--- src/assert_macros.svh ---
// Assertion macros shared by the sharpening filter RTL.
// Define NO_ASSERTIONS to compile every macro to nothing.
`ifndef ASSERT_MACROS_SVH
`define ASSERT_MACROS_SVH

`ifndef NO_ASSERTIONS

// Same-cycle implication, held off during reset.
`define LSH_ASSERT_IMP(label, clk, rst, ante, cons) \
  label: assert property (@(posedge clk) disable iff (rst) (ante) |-> (cons)) \
    else $error("check failed: same-cycle implication");

// Next-cycle implication, held off during reset.
`define LSH_ASSERT_NXT(label, clk, rst, ante, cons) \
  label: assert property (@(posedge clk) disable iff (rst) (ante) |=> (cons)) \
    else $error("check failed: next-cycle implication");

`else

`define LSH_ASSERT_IMP(label, clk, rst, ante, cons)
`define LSH_ASSERT_NXT(label, clk, rst, ante, cons)

`endif

`endif

--- src/lsharp_pkg.sv ---
// Shared types, constants and the per-channel sharpening function
// for the 3x3 Laplacian sharpening filter. No dependencies.
package lsharp_pkg;

  localparam int CHAN_W      = 8;
  localparam int NUM_CHAN    = 3;
  localparam int PIX_DATA_W  = CHAN_W * NUM_CHAN;

  localparam int CFG_INDEX_W = 1;
  localparam int CFG_DATA_W  = 13;
  localparam int FW_FIELD_W  = 11;
  localparam int FH_FIELD_W  = 13;

  localparam int DEF_MAX_WIDTH  = 1024;
  localparam int DEF_MAX_HEIGHT = 4096;
  localparam int RESET_WIDTH    = 1024;
  localparam int RESET_HEIGHT   = 768;
  localparam int MIN_DIM        = 3;

  localparam logic [CFG_INDEX_W-1:0] REG_FRAME_WIDTH  = 1'b0;
  localparam logic [CFG_INDEX_W-1:0] REG_FRAME_HEIGHT = 1'b1;

  localparam logic KIND_PIXEL = 1'b0;
  localparam logic KIND_FLUSH = 1'b1;

  localparam int SHARP_GAIN  = 255;
  localparam int SHARP_BIAS  = 57;
  localparam int SHARP_DIV   = 314 + SHARP_BIAS;
  localparam int SHARP_SHIFT = 18;
  localparam int SHARP_RECIP = (SHARP_GAIN * (1 << SHARP_SHIFT) + SHARP_DIV - 1) / SHARP_DIV;
  localparam int SHARP_SAT   = (256 * SHARP_DIV + SHARP_GAIN - 1) / SHARP_GAIN;
  localparam int ACC_W       = 12;
  localparam int SUB_W       = 9;
  localparam int PROD_W      = SUB_W + SHARP_SHIFT;

  typedef struct packed {
    logic has_result;
    logic border;
    logic frame_end;
    logic wr_newer;
    logic wr_older;
  } s1_ctrl_t;

  // 255 * (5c - u - d - l - r + 57) / 371, truncated, clamped to 0..255
  function automatic logic [CHAN_W-1:0] sharpen_chan(
    input logic [CHAN_W-1:0] ce,
    input logic [CHAN_W-1:0] up,
    input logic [CHAN_W-1:0] dn,
    input logic [CHAN_W-1:0] lf,
    input logic [CHAN_W-1:0] rt
  );
    logic signed [ACC_W-1:0] acc;
    logic [SUB_W-1:0]        acc_s;
    logic [PROD_W-1:0]       prod;
    logic [CHAN_W-1:0]       q;
    acc = ACC_W'(SHARP_BIAS)
        + $signed({2'b00, ce, 2'b00}) + $signed({4'b0000, ce})
        - $signed({4'b0000, up}) - $signed({4'b0000, dn})
        - $signed({4'b0000, lf}) - $signed({4'b0000, rt});
    acc_s = acc[SUB_W-1:0];
    prod  = PROD_W'(acc_s) * PROD_W'(SHARP_RECIP);
    if (acc <= $signed(ACC_W'(0))) begin
      q = '0;
    end else if (acc >= $signed(ACC_W'(SHARP_SAT))) begin
      q = '1;
    end else begin
      q = prod[SHARP_SHIFT +: CHAN_W];
    end
    return q;
  endfunction

endpackage

--- src/lsharp_kernel.sv ---
// Sharpening datapath: 4-neighbour Laplacian on three channels, border
// pass-through and the result register. Depends on lsharp_pkg.
module lsharp_kernel import lsharp_pkg::*; (
  input  logic                  clk,
  input  logic                  go,
  input  s1_ctrl_t              ctrl,
  input  logic [PIX_DATA_W-1:0] px,
  input  logic [PIX_DATA_W-1:0] centre,
  input  logic [PIX_DATA_W-1:0] up,
  input  logic [PIX_DATA_W-1:0] right,
  output logic [PIX_DATA_W-1:0] res,
  output logic                  res_last
);

  logic [PIX_DATA_W-1:0] prev_centre;
  logic [PIX_DATA_W-1:0] sharp;

  always_comb begin
    for (int ch = 0; ch < NUM_CHAN; ch++) begin
      sharp[ch*CHAN_W +: CHAN_W] = sharpen_chan(centre[ch*CHAN_W +: CHAN_W],
                                                up[ch*CHAN_W +: CHAN_W],
                                                px[ch*CHAN_W +: CHAN_W],
                                                prev_centre[ch*CHAN_W +: CHAN_W],
                                                right[ch*CHAN_W +: CHAN_W]);
    end
  end

  // hold the centre of the previous column: it is the left neighbour
  always_ff @(posedge clk) begin
    if (go && ctrl.wr_older) begin
      prev_centre <= centre;
    end
    if (go && ctrl.has_result) begin
      res      <= ctrl.border ? centre : sharp;
      res_last <= ctrl.frame_end;
    end
  end

endmodule
--- config.mk ---
export PLATFORM = sky130hd
export DESIGN_NAME = lsharp_kernel
export DESIGN_NICKNAME = d
export VERILOG_FILES = /design/src/assert_macros.svh /design/src/lsharp_pkg.sv /design/src/lsharp_kernel.sv
export SDC_FILE = /design/constraint.sdc
export NUM_CORES = 1
export LEC_CHECK = 0
export BUFFER_PORTS_ARGS = -buffer_cell sky130_fd_sc_hd__buf_2
export CORE_MARGIN = 3
export CORE_UTILIZATION = 43
export CTS_CLUSTER_SIZE = 14
export DETAILED_ROUTE_END_ITERATION = 8
export GPL_TIMING_DRIVEN = 0
export SLEW_MARGIN = 30
export SYNTH_ARGS = -nofsm -noshare
export SYNTH_HDL_FRONTEND = slang
export SYNTH_SLANG_ARGS = --single-unit
--- constraint.sdc ---
create_clock -name clk -period 11.3 [get_ports clk]
set_clock_uncertainty 0.1 [all_clocks]
set_input_delay 0.565 -clock clk [delete_from_list [all_inputs] [get_ports clk]]
set_output_delay 0.565 -clock clk [all_outputs]
set_load 0.02 [all_outputs]
==> flow_summary.json <==
{
  "status": "complete, no violations",
  "grt_max_degree": 19,
  "wl_per_cell_um": 15.9,
  "critPathBufInv": 7,
  "cts_resized": 0,
  "crit_type": "input pin to flip-flop",
  "cts_tree": "yes",
  "cts_buffer_depth": 2,
  "route.detailed.drc": 0,
  "max_slew_margin_pct": 35.6,
  "start_kind": "input pin",
  "worst_path_most_repeated_cell": "fa_1",
  "grtUsageMet2_pct": 32.5,
  "ff2ff_path_depth": 28,
  "tns_ps": 0,
  "placed_cells": 1847,
  "dr_total_vias": 9308,
  "clock.fmax_ghz": 0.106,
  "final_cells": 1855,
  "holdBufCountCts": 0,
  "io_pins": 128,
  "grt.busiest_layer": "met2",
  "drt_iter0_markers": 382,
  "antenna_found_initial": 1,
  "synth_area_per_cell_sq_um": 9.84,
  "slowest_delay_ps": 610,
  "n_antenna_cell": 0,
  "core_area_sq_um": 29800,
  "rrSetupSlack_ps": 1970,
  "std_cell_rows": 63,
  "drive_gt1_share_pct": 11.3,
  "met3_usage_pct": 3.07,
  "syn2layout_area_growth_pct": 10.1,
  "start_util_pct": 43.9,
  "final_cell_area_sq_um": 14400,
  "ctsRootBufferMaster": "clkbuf_16",
  "worst_pin_slew_ps": 958,
  "syn_inst": 1329,
  "r2r-end": "res[17]",
  "layout_common_cells": "inv_1 (442), ha_1 (228), fa_1 (226)",
  "netlist.area_leader.share_pct": 34.6,
  "async_flop_share_pct": 0,
  "hpwl_um": 26500,
  "synth.area.top_cells": "fa_1 (35%), ha_1 (22%), inv_1 (13%)",
  "ant_nets": 0,
  "hold_end": "res_last",
  "hold_path_class": "input pin to flip-flop",
  "layout_commonest_cell": "inv_1",
  "finalWirelength_um": 29600,
  "cts_setup_buffers": 0,
  "finalCritPeriodShare_pct": 83.6,
  "cp.arrival_ps": 9390,
  "gp_congestion": 0.855,
  "whs_ps": 344,
  "rsz0062_at_grt": "no",
  "reg2reg_from": "prev_centre[19]",
  "vias_per_cell": 5.02,
  "min_path_cells": 1,
  "grt_pass1_vias": 9896,
  "cts_buffers": 5,
  "ctsHtreeMaxLevel": 2,
  "slew_violations": 0,
  "grt_remaining_overflow": 0,
  "synth.distinct_cells": 83,
  "yosysSeqAreaShare_pct": 11.2,
  "ys.flop_type": "edfxtp_1",
  "slowest_stage": "fa_1",
  "cp_max_fo": 7,
  "cp.required_ps": 11240,
  "yosys_warnings": 0,
  "synth_edf_count": 49,
  "fillCellCount": 2844,
  "cts_sinks": 49,
  "setup_viol": 0,
  "ys_ff_latch": 49,
  "dieArea_sq_um": 32500,
  "period_needed_ps": 9450,
  "grt_usage_pct": 18.8,
  "drv_cap": 0,
  "hold_viol_final": 0,
  "grt_pass1_wl_um": 49500,
  "synthesis.nets": 1886,
  "finalNetCount": 2021,
  "end_kind": "flip-flop",
  "port_buffers": 126,
  "grtUsageMet1_pct": 25.0,
  "clock_latency_ps": 310,
  "first_pass_iters": 6,
  "crit_family": "adder cells",
  "synth_area_leader_cell": "fa_1",
  "hp-start": "ctrl[2]",
  "critical_path.startpoint": "centre[17]",
  "die_w_um": 180,
  "placed_area_sq_um": 14300,
  "die_h_um": 180,
  "synth_area_sq_um": 13100,
  "clkTransAtPathRegs_ps": 80
}
==> through the flow <==
stage	worst slack (ps)	utilization, %
after detailed placement	1530	47.8
final	1850	48.3
after global routing	1370	48.3
after CTS	1860	48.3
after global placement	1620	47.7
after floorplan	2800	-
==> cells by family (layout without fill, tap and decap cells) <==
family / Yosys count / after routing / synth area share, %
mux: 2 / 2 / 0.153
compound gates: 189 / 189 / 10.4
simple gates: 151 / 151 / 6.53
flops: 49 / 49 / 11.2
buf+inv: 450 / 586 / 13.0
fa+ha+maj: 454 / 454 / 56.4
xor+xnor: 34 / 34 / 2.28
==> area by class of cell <==
class	count	area (sq um)	share of cell area, %
plain buffers	6	31.3	0.217
clock buffers	6	129	0.895
well taps	390	488	3.39
inverters	444	1670	11.6
repair buffers	128	686	4.76
clock inverters	2	15.0	0.104
flip-flops and latches	49	1470	10.2
multi-input cells	830	9910	68.8
==> per-layer routing <==
layer	up-vias	wire, um
li1	4512	-
met1	4622	13200
met2	141	14500
met3	31	1190
met4	2	633
met5	-	20
==> worst register-to-register path: cells and delay by family (launching register included) <==
kind | cells | cell delay [ps]
compound gates | 7 | 1710
xor+xnor | 2 | 390
fa+ha+maj | 11 | 4850
buf+inv | 5 | 510
flops | 1 | 390
simple gates | 3 | 1120
==> cells in the mapped netlist (all sizes together) (6+ instances only) <==
library cell  count
nand4            11
and2             12
nor4              9
o21bai            7
nor2             28
and3             12
a31oi             7
xnor2            18
or3               6
a21o             12
o22ai            10
edfxtp           49
fa              226
o21a              9
inv             443
ha              228
xor2             16
a211oi           10
a21oi            43
nand3             8
o21ai            33
nor3             20
nand2            19
==> flip-flops by register name, summed over array words and instances, names as in the netlist <==
register	count
prev_centre	24
res	24
res_last	1
==> how the worst max path moves through the flow <==
stage,endpoint,slack (ps),cells past startpoint
finish,res[17],1850,30
global route,res[17],1370,30
CTS,res[17],1860,30
detailed placement,res[17],1530,30
global placement,res[17],1620,30
floorplan,res[19],2800,29
Power is left out: the tool's default activity adds up to more than one toggle a clock period on the data nets, which glitch-free logic cannot reach.
