<file path="config.mk">
export PLATFORM = sky130hd
export DESIGN_NAME = lsharp_ctrl
export DESIGN_NICKNAME = d
export VERILOG_FILES = /design/src/assert_macros.svh /design/src/lsharp_pkg.sv /design/src/lsharp_ctrl.sv
export SDC_FILE = /design/constraint.sdc
export NUM_CORES = 1
export LEC_CHECK = 0
export ABC_AREA = 0
export ABC_CLOCK_PERIOD_IN_PS = 8420
export BUFFER_PORTS_ARGS = -buffer_cell sky130_fd_sc_hd__buf_2
export CORE_MARGIN = 1
export CORE_UTILIZATION = 65
export DETAILED_ROUTE_END_ITERATION = 10
export GPL_ROUTABILITY_DRIVEN = 0
export PLACE_DENSITY = 0.95
export SYNTH_ARGS = -nofsm -noshare
export SYNTH_HDL_FRONTEND = slang
export SYNTH_SLANG_ARGS = --single-unit
</file>
<file path="constraint.sdc">
create_clock -name clk -period 8.42 [get_ports clk]
set_input_delay 1.263 -clock clk [delete_from_list [all_inputs] [get_ports clk]]
set_output_delay 1.263 -clock clk [all_outputs]
set_load 0.1 [all_outputs]
</file>
<file path="src/assert_macros.svh">
// Assertion macros shared by the sharpening filter RTL.
// Define NO_ASSERTIONS to compile every macro to nothing.
`ifndef ASSERT_MACROS_SVH
`define ASSERT_MACROS_SVH

`ifndef NO_ASSERTIONS

// Same-cycle implication, held off during reset.
`define LSH_ASSERT_IMP(label, clk, rst, ante, cons) \
  label: assert property (@(posedge clk) disable iff (rst) (ante) |-> (cons)) \
    else $error("check failed: same-cycle implication");

// Next-cycle implication, held off during reset.
`define LSH_ASSERT_NXT(label, clk, rst, ante, cons) \
  label: assert property (@(posedge clk) disable iff (rst) (ante) |=> (cons)) \
    else $error("check failed: next-cycle implication");

`else

`define LSH_ASSERT_IMP(label, clk, rst, ante, cons)
`define LSH_ASSERT_NXT(label, clk, rst, ante, cons)

`endif

`endif

</file>
<file path="src/lsharp_pkg.sv">
// Shared types, constants and the per-channel sharpening function
// for the 3x3 Laplacian sharpening filter. No dependencies.
package lsharp_pkg;

  localparam int CHAN_W      = 8;
  localparam int NUM_CHAN    = 3;
  localparam int PIX_DATA_W  = CHAN_W * NUM_CHAN;

  localparam int CFG_INDEX_W = 1;
  localparam int CFG_DATA_W  = 13;
  localparam int FW_FIELD_W  = 11;
  localparam int FH_FIELD_W  = 13;

  localparam int DEF_MAX_WIDTH  = 1024;
  localparam int DEF_MAX_HEIGHT = 4096;
  localparam int RESET_WIDTH    = 1024;
  localparam int RESET_HEIGHT   = 768;
  localparam int MIN_DIM        = 3;

  localparam logic [CFG_INDEX_W-1:0] REG_FRAME_WIDTH  = 1'b0;
  localparam logic [CFG_INDEX_W-1:0] REG_FRAME_HEIGHT = 1'b1;

  localparam logic KIND_PIXEL = 1'b0;
  localparam logic KIND_FLUSH = 1'b1;

  localparam int SHARP_GAIN  = 255;
  localparam int SHARP_BIAS  = 57;
  localparam int SHARP_DIV   = 314 + SHARP_BIAS;
  localparam int SHARP_SHIFT = 18;
  localparam int SHARP_RECIP = (SHARP_GAIN * (1 << SHARP_SHIFT) + SHARP_DIV - 1) / SHARP_DIV;
  localparam int SHARP_SAT   = (256 * SHARP_DIV + SHARP_GAIN - 1) / SHARP_GAIN;
  localparam int ACC_W       = 12;
  localparam int SUB_W       = 9;
  localparam int PROD_W      = SUB_W + SHARP_SHIFT;

  typedef struct packed {
    logic has_result;
    logic border;
    logic frame_end;
    logic wr_newer;
    logic wr_older;
  } s1_ctrl_t;

  // 255 * (5c - u - d - l - r + 57) / 371, truncated, clamped to 0..255
  function automatic logic [CHAN_W-1:0] sharpen_chan(
    input logic [CHAN_W-1:0] ce,
    input logic [CHAN_W-1:0] up,
    input logic [CHAN_W-1:0] dn,
    input logic [CHAN_W-1:0] lf,
    input logic [CHAN_W-1:0] rt
  );
    logic signed [ACC_W-1:0] acc;
    logic [SUB_W-1:0]        acc_s;
    logic [PROD_W-1:0]       prod;
    logic [CHAN_W-1:0]       q;
    acc = ACC_W'(SHARP_BIAS)
        + $signed({2'b00, ce, 2'b00}) + $signed({4'b0000, ce})
        - $signed({4'b0000, up}) - $signed({4'b0000, dn})
        - $signed({4'b0000, lf}) - $signed({4'b0000, rt});
    acc_s = acc[SUB_W-1:0];
    prod  = PROD_W'(acc_s) * PROD_W'(SHARP_RECIP);
    if (acc <= $signed(ACC_W'(0))) begin
      q = '0;
    end else if (acc >= $signed(ACC_W'(SHARP_SAT))) begin
      q = '1;
    end else begin
      q = prod[SHARP_SHIFT +: CHAN_W];
    end
    return q;
  endfunction

endpackage

</file>
<file path="src/lsharp_ctrl.sv">
// Frame size registers and row/column counters of the sharpening filter.
// Decides per item what the datapath does. Depends on lsharp_pkg.
module lsharp_ctrl import lsharp_pkg::*; #(
  parameter int MAX_WIDTH  = DEF_MAX_WIDTH,
  parameter int MAX_HEIGHT = DEF_MAX_HEIGHT
) (
  input  logic                         clk,
  input  logic                         rst,
  input  logic                         cfg_we,
  input  logic [CFG_INDEX_W-1:0]       cfg_index,
  input  logic [CFG_DATA_W-1:0]        cfg_data,
  input  logic                         accept,
  input  logic                         kind,
  output s1_ctrl_t                     ctrl,
  output logic [$clog2(MAX_WIDTH)-1:0] rd_col,
  output logic [$clog2(MAX_WIDTH)-1:0] rd_col_right
);

  localparam int CW    = $clog2(MAX_WIDTH);
  localparam int WW    = $clog2(MAX_WIDTH + 1);
  localparam int RW    = $clog2(MAX_HEIGHT + 1);
  localparam int ORW   = $clog2(MAX_HEIGHT);
  localparam int RST_W = (RESET_WIDTH > MAX_WIDTH) ? MAX_WIDTH : RESET_WIDTH;
  localparam int RST_H = (RESET_HEIGHT > MAX_HEIGHT) ? MAX_HEIGHT : RESET_HEIGHT;

  logic [WW-1:0]  frame_width;
  logic [RW-1:0]  frame_height;
  logic [CW-1:0]  in_column, in_column_next;
  logic [RW-1:0]  in_row, in_row_next;
  logic [CW-1:0]  out_column, out_column_next;
  logic [ORW-1:0] out_row, out_row_next;

  logic [31:0] fw_field, fh_field, fw_sat, fh_sat;
  logic [WW:0] in_col_inc, out_col_inc;
  logic [RW:0] out_row_inc;
  logic        in_col_last, out_col_last, out_row_last, in_done;

  always_comb begin
    fw_field = 32'(cfg_data[FW_FIELD_W-1:0]);
    fh_field = 32'(cfg_data[FH_FIELD_W-1:0]);
    if (fw_field < 32'(MIN_DIM)) begin
      fw_sat = 32'(MIN_DIM);
    end else if (fw_field > 32'(MAX_WIDTH)) begin
      fw_sat = 32'(MAX_WIDTH);
    end else begin
      fw_sat = fw_field;
    end
    if (fh_field < 32'(MIN_DIM)) begin
      fh_sat = 32'(MIN_DIM);
    end else if (fh_field > 32'(MAX_HEIGHT)) begin
      fh_sat = 32'(MAX_HEIGHT);
    end else begin
      fh_sat = fh_field;
    end
  end

  assign in_col_inc   = (WW+1)'(in_column) + (WW+1)'(1);
  assign out_col_inc  = (WW+1)'(out_column) + (WW+1)'(1);
  assign out_row_inc  = (RW+1)'(out_row) + (RW+1)'(1);
  assign in_col_last  = in_col_inc >= (WW+1)'(frame_width);
  assign out_col_last = out_col_inc >= (WW+1)'(frame_width);
  assign out_row_last = out_row_inc >= (RW+1)'(frame_height);
  assign in_done      = in_row >= frame_height;

  always_comb begin
    ctrl            = '0;
    rd_col          = in_column;
    in_column_next  = in_column;
    in_row_next     = in_row;
    out_column_next = out_column;
    out_row_next    = out_row;
    case (kind)
      KIND_PIXEL: begin
        if (!in_done) begin
          ctrl.wr_newer = 1'b1;
          if (in_row != '0) begin
            ctrl.has_result = 1'b1;
            ctrl.wr_older   = 1'b1;
            ctrl.border     = (out_row == '0) || out_row_last
                              || (in_column == '0) || in_col_last;
            if (out_col_last) begin
              out_column_next = '0;
              out_row_next    = out_row + ORW'(1);
            end else begin
              out_column_next = out_column + CW'(1);
            end
          end
          if (in_col_last) begin
            in_column_next = '0;
            in_row_next    = in_row + RW'(1);
          end else begin
            in_column_next = in_column + CW'(1);
          end
        end
      end
      KIND_FLUSH: begin
        rd_col = out_column;
        if (in_done) begin
          ctrl.has_result = 1'b1;
          ctrl.border     = 1'b1;
          if (out_col_last) begin
            ctrl.frame_end  = 1'b1;
            in_column_next  = '0;
            in_row_next     = '0;
            out_column_next = '0;
            out_row_next    = '0;
          end else begin
            out_column_next = out_column + CW'(1);
          end
        end
      end
    endcase
  end

  assign rd_col_right = (rd_col == CW'(MAX_WIDTH - 1)) ? '0 : rd_col + CW'(1);

  always_ff @(posedge clk) begin
    if (rst) begin
      frame_width  <= WW'(RST_W);
      frame_height <= RW'(RST_H);
      in_column    <= '0;
      in_row       <= '0;
      out_column   <= '0;
      out_row      <= '0;
    end else if (cfg_we) begin
      unique case (cfg_index)
        REG_FRAME_WIDTH:  frame_width  <= WW'(fw_sat);
        REG_FRAME_HEIGHT: frame_height <= RW'(fh_sat);
      endcase
      in_column  <= '0;
      in_row     <= '0;
      out_column <= '0;
      out_row    <= '0;
    end else if (accept) begin
      in_column  <= in_column_next;
      in_row     <= in_row_next;
      out_column <= out_column_next;
      out_row    <= out_row_next;
    end
  end

endmodule

</file>
==> out/metrics.csv, run 1 <==
metric,value,unit
initial core utilization,68.72,%
Post-synth EDFFs,0,
share of layout cells above drive strength 1,13.89,%
Worst Path Required,7.16,ns
Row Count,31,
"commonest non-fill, non-tap cells in the layout","69 x dfxtp_1, 60 x ha_1, 46 x nand3_1, 45 x nor2_1, 44 x inv_1",
worst-path maximum fanout,7,
drt pass-1 iters,6,
PnR worst setup slack,3.435,ns
"Hold-fix buffers, CTS",0,
Final ANT Viol Nets,0,
routed vias/inst,6.501,
final instance area,5539,um^2
vias post-DR,4902,
Detailed Route WL,13.20,mm
Seq cells post-synth,69,
post-CTS setup buffer count,0,
# fillers,536,
Post-synth top flop,dfxtp_1,
gr ovfl total,0,
Lkg Pwr,2.479,nW
PD cells,123.6,nW/um^2
Reg power frac,48.7,%
initial antenna violation count,0,
diode count,0,
Worst Hold Class,flip-flop to flip-flop,
Post-Syn Nets,698,
Sink Count,69,
CTS root buffer,clkbuf_8,
outcome,"finished, final reports clean",
"most used cell, CP",and3_1,
sequential area share after synthesis,26.99,%
Die W,90.73,um
arrival time worst endpoint,3.72,ns
final hold slack,0.4619,ns
Max-Cap Viols,0,
largest net degree at the start of global routing,34,
core region area,7447,um^2
pre-CTS WS,3.524,ns
post-layout util,74.38,%
synth warn,0,
DRC marker count from the first detailed-route iteration,492,
Wirelength per Cell,17.51,um
sw frac,27.89,%
period utilization,59.20,%
Slew Limit Fails,0,
P_int,0.4936,mW
fmax,200.6,MHz
Synth area leaders,"dfxtp_1 27%, ha_1 15%, nand3_1 4.5%, xnor2_1 3.6%, nor2_1 3.3%",
"area leader, netlist",dfxtp_1,
post-CTS resize count,0,
first-pass GRT wire length,22.03,mm
Cells after Synth,619,
area added between synthesis and finish,8.240,%
CTS tree,done,
I/O Buffers,43,
share of flip-flops with an asynchronous set or reset,0,%
P_sw,0.1909,mW
# placed instances,738,
chip height,90.73,um
Final Hold Vio Count,0,
area of placed instances,5340,um^2
VDD IR max,0.1237,mV
I/O pins,44,
Comb power frac,11.0,%
RSZ-0062 raised after global routing,false,
Critical Path Source Type,flip-flop,
clock share of power,40.3,%
H-tree Lvls,3,
Synth cell types,71,
die area,8232,um^2
post-synth top area share,26.99,%
Final #Nets,729,
CTS Buffer Depth,2,
vias in the first global route,4742,
clock latency on the worst-skew pair,0.36,ns
Worst-Margin Slew,1.114,ns
Worst Skew,0.009810,ns
CTS Buf Count,9,
"CP delay by family, top",simple AND/OR/NAND/NOR gates,
gr usage total,33.38,%
critical path type,flip-flop to output pin,
Final Setup Violations,0,
critical path's slowest cell,dfxtp_1,
Max stage delay on crit path,0.47,ns
Slew headroom,25.36,%
Design Power,0.6845,mW
Non-Filler Instances,754,
Final min period,4.985,ns
total negative setup slack,0,ns
Clock Pin Slew Worst Setup and Hold Paths,0.08,ns
Critical Path End Type,output pin,
Bufs and invs on worst path,1,
# DRC,0,
Syn Area/Cell,8.267,um^2
dpl hpwl,9.868,mm
"most common cell after layout, fill and taps aside",dfxtp_1,
Syn Std Cell Area,5117,um^2
"critical path, cell by cell",ha_1 > nand3_1 > nor2_1 > and3_1 > and3_1 > ha_1 > and3_1 > o2111ai_1 > o21ai_1 > nor4_1 > o21ai_0 > a32o_1 > buf_2,
-- sequential cells by signal, indices dropped and copies added (netlist names) --
register,flops
in_column,10
frame_height,13
in_row,13
out_column,10
out_row,12
frame_width,11
-- worst reg2reg max path, cell delays in order (launching register included) --
cell      delay, ns
dfxtp_1        0.41
inv_1          0.10
ha_1           0.29
and4_1         0.18
a31oi_1        0.11
o21a_1         0.19
a21boi_0       0.27
a21bo_2        0.28
inv_1          0.08
ha_1           0.22
nor3b_1        0.39
and2_1         0.23
o21ai_1        0.35
or4_1          0.62
a21boi_1       0.14
-- power groups by stage --
stage,combinational (mW),sequential (mW),clock [mW]
global placement,0.0690,0.341,0
CTS,0.0735,0.333,0.279
global route,0.0817,0.334,0.291
floorplan,0.0542,0.340,0
finish,0.0755,0.333,0.276
detailed placement,0.0727,0.341,0
-- synth_stat cells (all sizes together), types with 6 or more instances --
master,instances
a21oi,34
a21boi,6
ha,60
or2,6
o211ai,6
xnor2,21
nor3b,10
and2,12
clkbuf,12
buf,11
xor2,7
a22oi,8
or4,6
mux2i,12
o21ai,25
or3,6
nor2,46
nor3,14
and3,18
a31oi,6
a22o,18
dfxtp,69
nor4,6
inv,45
nand2,37
nand2b,12
nand3,46
a21o,12
-- kinds of logic after synthesis --
logic type               share of synthesized area, %
adder cells (fa/ha/maj)                         14.67
flip-flops                                      26.99
XOR/XNOR                                        4.792
AO/OA/AOI/OAI                                   19.98
multiplexers                                    3.447
AND/OR/NAND/NOR                                 24.47
buffers and inverters                           5.648
-- routing by layer --
metal / vias to the layer above / global-route usage (%) / share of wire, %
met2: 262 / 54.92 / 46
met5: - / 0 / 0
met3: 44 / 7.828 / 9.2
met4: 0 / 15.32 / 3.0
li1: 2303 / - / -
met1: 2293 / 41.09 / 41
-- worst paths after layout --
| kind | endpoint | slack [ns] | startpoint | cells past startpoint |
|---|---|---|---|---|
| worst min-delay path | frame_height[12]$_SDFFE_PP0P_ | 0.46 | frame_height[12]$_SDFFE_PP0P_ | 2 |
| worst min register to register | frame_height[12]$_SDFFE_PP0P_ | 0.46 | frame_height[12]$_SDFFE_PP0P_ | 2 |
| worst max-delay path | ctrl[3] | 3.44 | in_column[0]$_SDFFE_PP0P_ | 13 |
| worst max register to register | in_row[8]$_SDFFE_PP0P_ | 4.50 | in_row[0]$_SDFFE_PP0P_ | 14 |
-- area by class of cell --
cell class,count,area (um^2),share of cell area [%]
multi-input cells,481,3447,62.23
flip-flops and latches,69,1381,24.94
repair buffers,43,215.2,3.885
inverters,46,172.7,3.117
clock buffers,10,127.6,2.304
well taps,99,123.9,2.236
clock inverters,6,71.32,1.288
No activity file was read; power rests on OpenSTA's default activity.
==> inputs of run 2 (changes only) <==
- ABC_CLOCK_PERIOD_IN_PS: 8420 -> 4450
- CORE_UTILIZATION: 65 -> 55
- PLACE_DENSITY: 0.95 -> 0.88
- clock period: 8.42 -> 4.45 ns (I/O delays scaled with it)
==> run 2 against run 1 <==
The flow now finishes with violations (design-rule violations). Sequential share of layout area shrank 0.20 points. Routed wire length is essentially flat. Critical path depth shrank 1. Via count shrank 1.2%. Register-to-register slack lost 3.9 ns. Hold slack gained 0.014 ns. Die area grew 18%. Flip-flop and latch count is the same. Sequential power grew 89%. Total power grew 87%. First-iteration DRC count grew 4.1%. Combinational power grew 91%. Critical endpoint unchanged. Largest power group unchanged.
==> out/metrics.csv, run 2 (synthesis results as in run 1) <==
metric,value,unit
post-CTS setup buffer count,0,
Max-Cap Viols,0,
drt pass-1 iters,10,
I/O pins,44,
Detailed Route WL,13.21,mm
clock share of power,39.3,%
Worst Skew,0.01171,ns
diode count,0,
worst-path maximum fanout,6,
"most common cell after layout, fill and taps aside",dfxtp_1,
R2R setup slack,0.65,ns
Sink Count,69,
PD cells,228.6,nW/um^2
area added between synthesis and finish,9.218,%
I/O Buffers,43,
clock latency on the worst-skew pair,0.36,ns
Final Hold Vio Count,0,
CTS root buffer,clkbuf_8,
failing checks,design-rule violations,
period utilization,96.53,%
sw frac,26.32,%
Wirelength per Cell,17.27,um
Final #Nets,733,
gr usage total,28.40,%
final instance area,5589,um^2
DRC marker count from the first detailed-route iteration,512,
H-tree Lvls,3,
Clock Pin Slew Worst Setup and Hold Paths,0.07,ns
vias post-DR,4843,
largest net degree at the start of global routing,23,
# DRC,5,
Slew headroom,30.26,%
Regs by FF count,"frame_height (13), in_row (13), out_row (12)",
Row Count,34,
first-pass GRT wire length,21.92,mm
area of placed instances,5401,um^2
critical path type,flip-flop to output pin,
CTS Buffer Depth,2,
fmax,232.8,MHz
Lkg Pwr,2.500,nW
Worst Hold Class,flip-flop to flip-flop,
Comb power frac,11.3,%
Worst-Margin Slew,1.039,ns
CTS Buf Count,9,
PnR worst setup slack,0.1543,ns
share of layout cells above drive strength 1,14.76,%
initial antenna violation count,0,
P_sw,0.3363,mW
Final min period,4.296,ns
Die W,98.46,um
Final ANT Viol Nets,0,
die area,9694,um^2
CTS tree,done,
initial core utilization,57.83,%
gr ovfl total,0,
P_int,0.9413,mW
Critical Path End Type,output pin,
outcome,"finished, violations left",
Slew Limit Fails,0,
Worst Path Required,3.78,ns
Critical Path Source Type,flip-flop,
routed vias/inst,6.331,
Reg power frac,49.4,%
arrival time worst endpoint,3.63,ns
dpl hpwl,10.05,mm
pre-CTS WS,0.5217,ns
Final Setup Violations,0,
vias in the first global route,4611,
core region area,8848,um^2
"commonest non-fill, non-tap cells in the layout","68 x dfxtp_1, 59 x ha_1, 46 x nand3_1, 45 x nor2_1, 44 x inv_1",
chip height,98.46,um
VDD IR max,0.2119,mV
run 2: cell count changes in the layout (fill, tap and decap cells not counted), moves of 2 or more:
| cell | before | now |
|---|---|---|
| buf_4 | 0 | 4 |
| o21ai_0 | 22 | 20 |
| clkinv_4 | 2 | 0 |
| clkinvlp_4 | 2 | 0 |
run 2: layout make-up:
class / count / area (um^2)
inverter: 46 / 172.7
fill: 738 / 3259
multi-input combinational: 481 / 3473
tap: 108 / 135.1
clock buffer: 12 / 145.1
sequential: 69 / 1383
timing repair buffer: 47 / 245.2
clock inverter: 2 / 35.03
run 2: metrics by stage:
step / hold WS (ns) / cells / setup TNS (ns) / util, % / power (mW)
4_1_cts: 0.4777 / 765 / 0 / 63.08 / 1.278
3_5_place_dp: 0.4614 / 751 / 0 / 61.04 / 0.7851
6_report: 0.4758 / 765 / 0 / 63.16 / 1.278
2_1_floorplan: 0.4357 / 619 / -0.5867 / - / 0.7462
5_1_grt: 0.4873 / 765 / -0.01091 / 63.16 / 1.316
3_3_place_gp: 0.4540 / 751 / 0 / 61.04 / 0.7796
run 2: power by group through the flow:
stage / Combinational, mW / Clock, mW / Sequential (mW)
final: 0.144 / 0.502 / 0.631
after floorplan: 0.103 / 0 / 0.643
after global routing: 0.156 / 0.528 / 0.632
after CTS: 0.141 / 0.506 / 0.631
after global placement: 0.135 / 0 / 0.645
after detailed placement: 0.140 / 0 / 0.645
run 2: repair_timing:
item                                    CTS  global route
endpoints found under the setup margin    0             1
gates resized for setup                   0             2
hold buffers                              0             0
run 2: worst max-delay path, stage by stage (launching register included):
cell and delay [ns]:
dfxtp_1 0.46, nand2_1 0.11, or2_2 0.34, and2_1 0.19, or2_2 0.30, ha_1 0.30
a211oi_1 0.25, nor2_1 0.08, o21a_1 0.23, nor4_2 0.30, o21ai_0 0.15, a32o_1 0.29
buf_2 0.29
run 2: layer usage:
metal,up-vias,track usage [%],part of all wire (%)
met5,-,0,0
met2,225,46.48,45
met1,2276,36.40,44
li1,2310,-,-
met3,32,6.809,8.2
met4,0,10.68,2.6
run 2: worst paths after layout:
kind                                start                           end  depth (start not counted)
max reg2reg        in_row[0]$_SDFFE_PP0P_        in_row[8]$_SDFFE_PP0P_                         14
min reg2reg  frame_height[9]$_SDFFE_PP1P_  frame_height[9]$_SDFFE_PP1P_                          1
max             in_column[3]$_SDFFE_PP0P_                       ctrl[3]                         12
min          frame_height[9]$_SDFFE_PP1P_  frame_height[9]$_SDFFE_PP1P_                          1
==> inputs of run 3 (changes only) <==
- CAP_MARGIN: unset -> 20
- GPL_TIMING_DRIVEN: unset -> 0
==> run 3 against run 2 <==
The flow still finishes with violations (design-rule violations). Register-to-register slack better by 0.20 ns. Non-clock buffer count rose by 18. Flip-flop and latch count did not move. Routed wire length increased by 1.9%. Total power rose by 4.2%. Combinational power increased by 4%. Hold slack worse by 0.0079 ns.
==> out/metrics.csv, run 3 (synthesis results as in run 1) <==
metric,value,unit
diode count,0,
I/O Buffers,42,
chip height,98.46,um
Clock Pin Slew Worst Setup and Hold Paths,0.07,ns
pre-CTS WS,0.4010,ns
Wirelength per Cell,17.14,um
vias in the first global route,4796,
Sink Count,69,
CTS Buffer Depth,2,
Worst-Margin Slew,0.7299,ns
first-pass GRT wire length,22.71,mm
Final Hold Vio Count,0,
share of layout cells above drive strength 1,16.10,%
H-tree Lvls,3,
period utilization,94.39,%
failing checks,design-rule violations,
fmax,238.1,MHz
gr ovfl total,0,
Detailed Route WL,13.46,mm
Regs by FF count,"frame_height (13), in_row (13), out_row (12)",
area added between synthesis and finish,11.78,%
Slew Limit Fails,0,
gr usage total,29.23,%
largest net degree at the start of global routing,12,
vias post-DR,4919,
Worst Hold Class,flip-flop to flip-flop,
VDD IR max,0.1507,mV
core region area,8848,um^2
Critical Path End Type,output pin,
Row Count,34,
Critical Path Source Type,flip-flop,
# placed instances,769,
PD cells,232.8,nW/um^2
Slew headroom,50.08,%
# DRC,6,
arrival time worst endpoint,3.53,ns
RSZ-0062 raised after global routing,false,
dpl hpwl,10.13,mm
Die W,98.46,um
Max-Cap Viols,0,
worst-path maximum fanout,9,
initial antenna violation count,0,
Final Setup Violations,0,
Worst Skew,0.01048,ns
initial core utilization,57.83,%
"commonest non-fill, non-tap cells in the layout","69 x dfxtp_1, 59 x ha_1, 46 x nand3_1, 46 x buf_2",
final hold slack,0.4680,ns
drt pass-1 iters,8,
total negative setup slack,0,ns
CTS tree,done,
CTS Buf Count,9,
post-CTS setup buffer count,0,
die area,9694,um^2
routed vias/inst,6.266,
Final #Nets,751,
DRC marker count from the first detailed-route iteration,445,
Final ANT Viol Nets,0,
Non-Filler Instances,785,
clock latency on the worst-skew pair,0.36,ns
outcome,"finished, violations left",
CTS root buffer,clkbuf_8,
Lkg Pwr,2.566,nW
I/O pins,44,
PnR worst setup slack,0.2495,ns
Worst Path Required,3.78,ns
"most common cell after layout, fill and taps aside",dfxtp_1,
Final min period,4.200,ns
critical path type,flip-flop to output pin,
## run 3: worst max-delay path, stage by stage (launching register included)
cell	delay, ns
dfxtp_1	0.30
buf_2	0.18
nand2_1	0.08
or2_2	0.35
and2_1	0.18
or2_2	0.30
ha_1	0.29
a211oi_1	0.24
nor2_1	0.08
o21a_1	0.25
nor4_2	0.28
o21ai_0	0.13
a32o_1	0.27
buf_4	0.23
## run 3: area by class of cell
type / count / area [um^2]
Timing Repair Buffer: 42 / 212.7
Inverter: 46 / 172.7
Multi-Input combinational cell: 481 / 3487
Tap cell: 108 / 135.1
Fill cell: 715 / 3128
Sequential cell: 69 / 1381
Clock inverter: 3 / 42.54
Clock buffer: 13 / 168.9
Buffer: 23 / 120.1
## run 3: final timing paths
| kind | slack, ns | to | startpoint | depth (start not counted) |
|---|---|---|---|---|
| setup / recovery | 0.25 | ctrl[3] | in_column[2]$_SDFFE_PP0P_ | 13 |
| hold / removal | 0.47 | frame_height[12]$_SDFFE_PP0P_ | frame_height[12]$_SDFFE_PP0P_ | 2 |
| setup reg to reg | 0.85 | out_column[5]$_SDFFE_PP0P_ | in_row[0]$_SDFFE_PP0P_ | 14 |
| hold reg to reg | 0.47 | frame_height[12]$_SDFFE_PP0P_ | frame_height[12]$_SDFFE_PP0P_ | 2 |
## run 3: timing repair
action / in CTS / in global routing
endpoints found under the setup margin: 0 / 1
gates resized for setup: 0 / 6
hold buffers: 0 / 0
hold endpoints to repair: 0 / 0
## run 3: through the flow
step	total power [mW]	util, %	instance area (um^2)
floorplan	0.7462	-	5141
global placement	0.7831	62.01	5487
detailed placement	0.7888	62.01	5487
CTS	1.328	64.39	5698
global route	1.366	64.65	5720
finish	1.332	64.65	5720
## run 3: layer usage
layer / wire [um] / GRT usage, %
met2: 6171 / 47.89
met5: 0 / 0
met4: 488 / 13.66
met1: 5776 / 37.04
met3: 1022 / 5.957
## run 3: where the power goes
part / switching (mW) / internal, mW
clock network: 0.247 / 0.304
logic: 0.0988 / 0.0511
registers: 0.00567 / 0.625
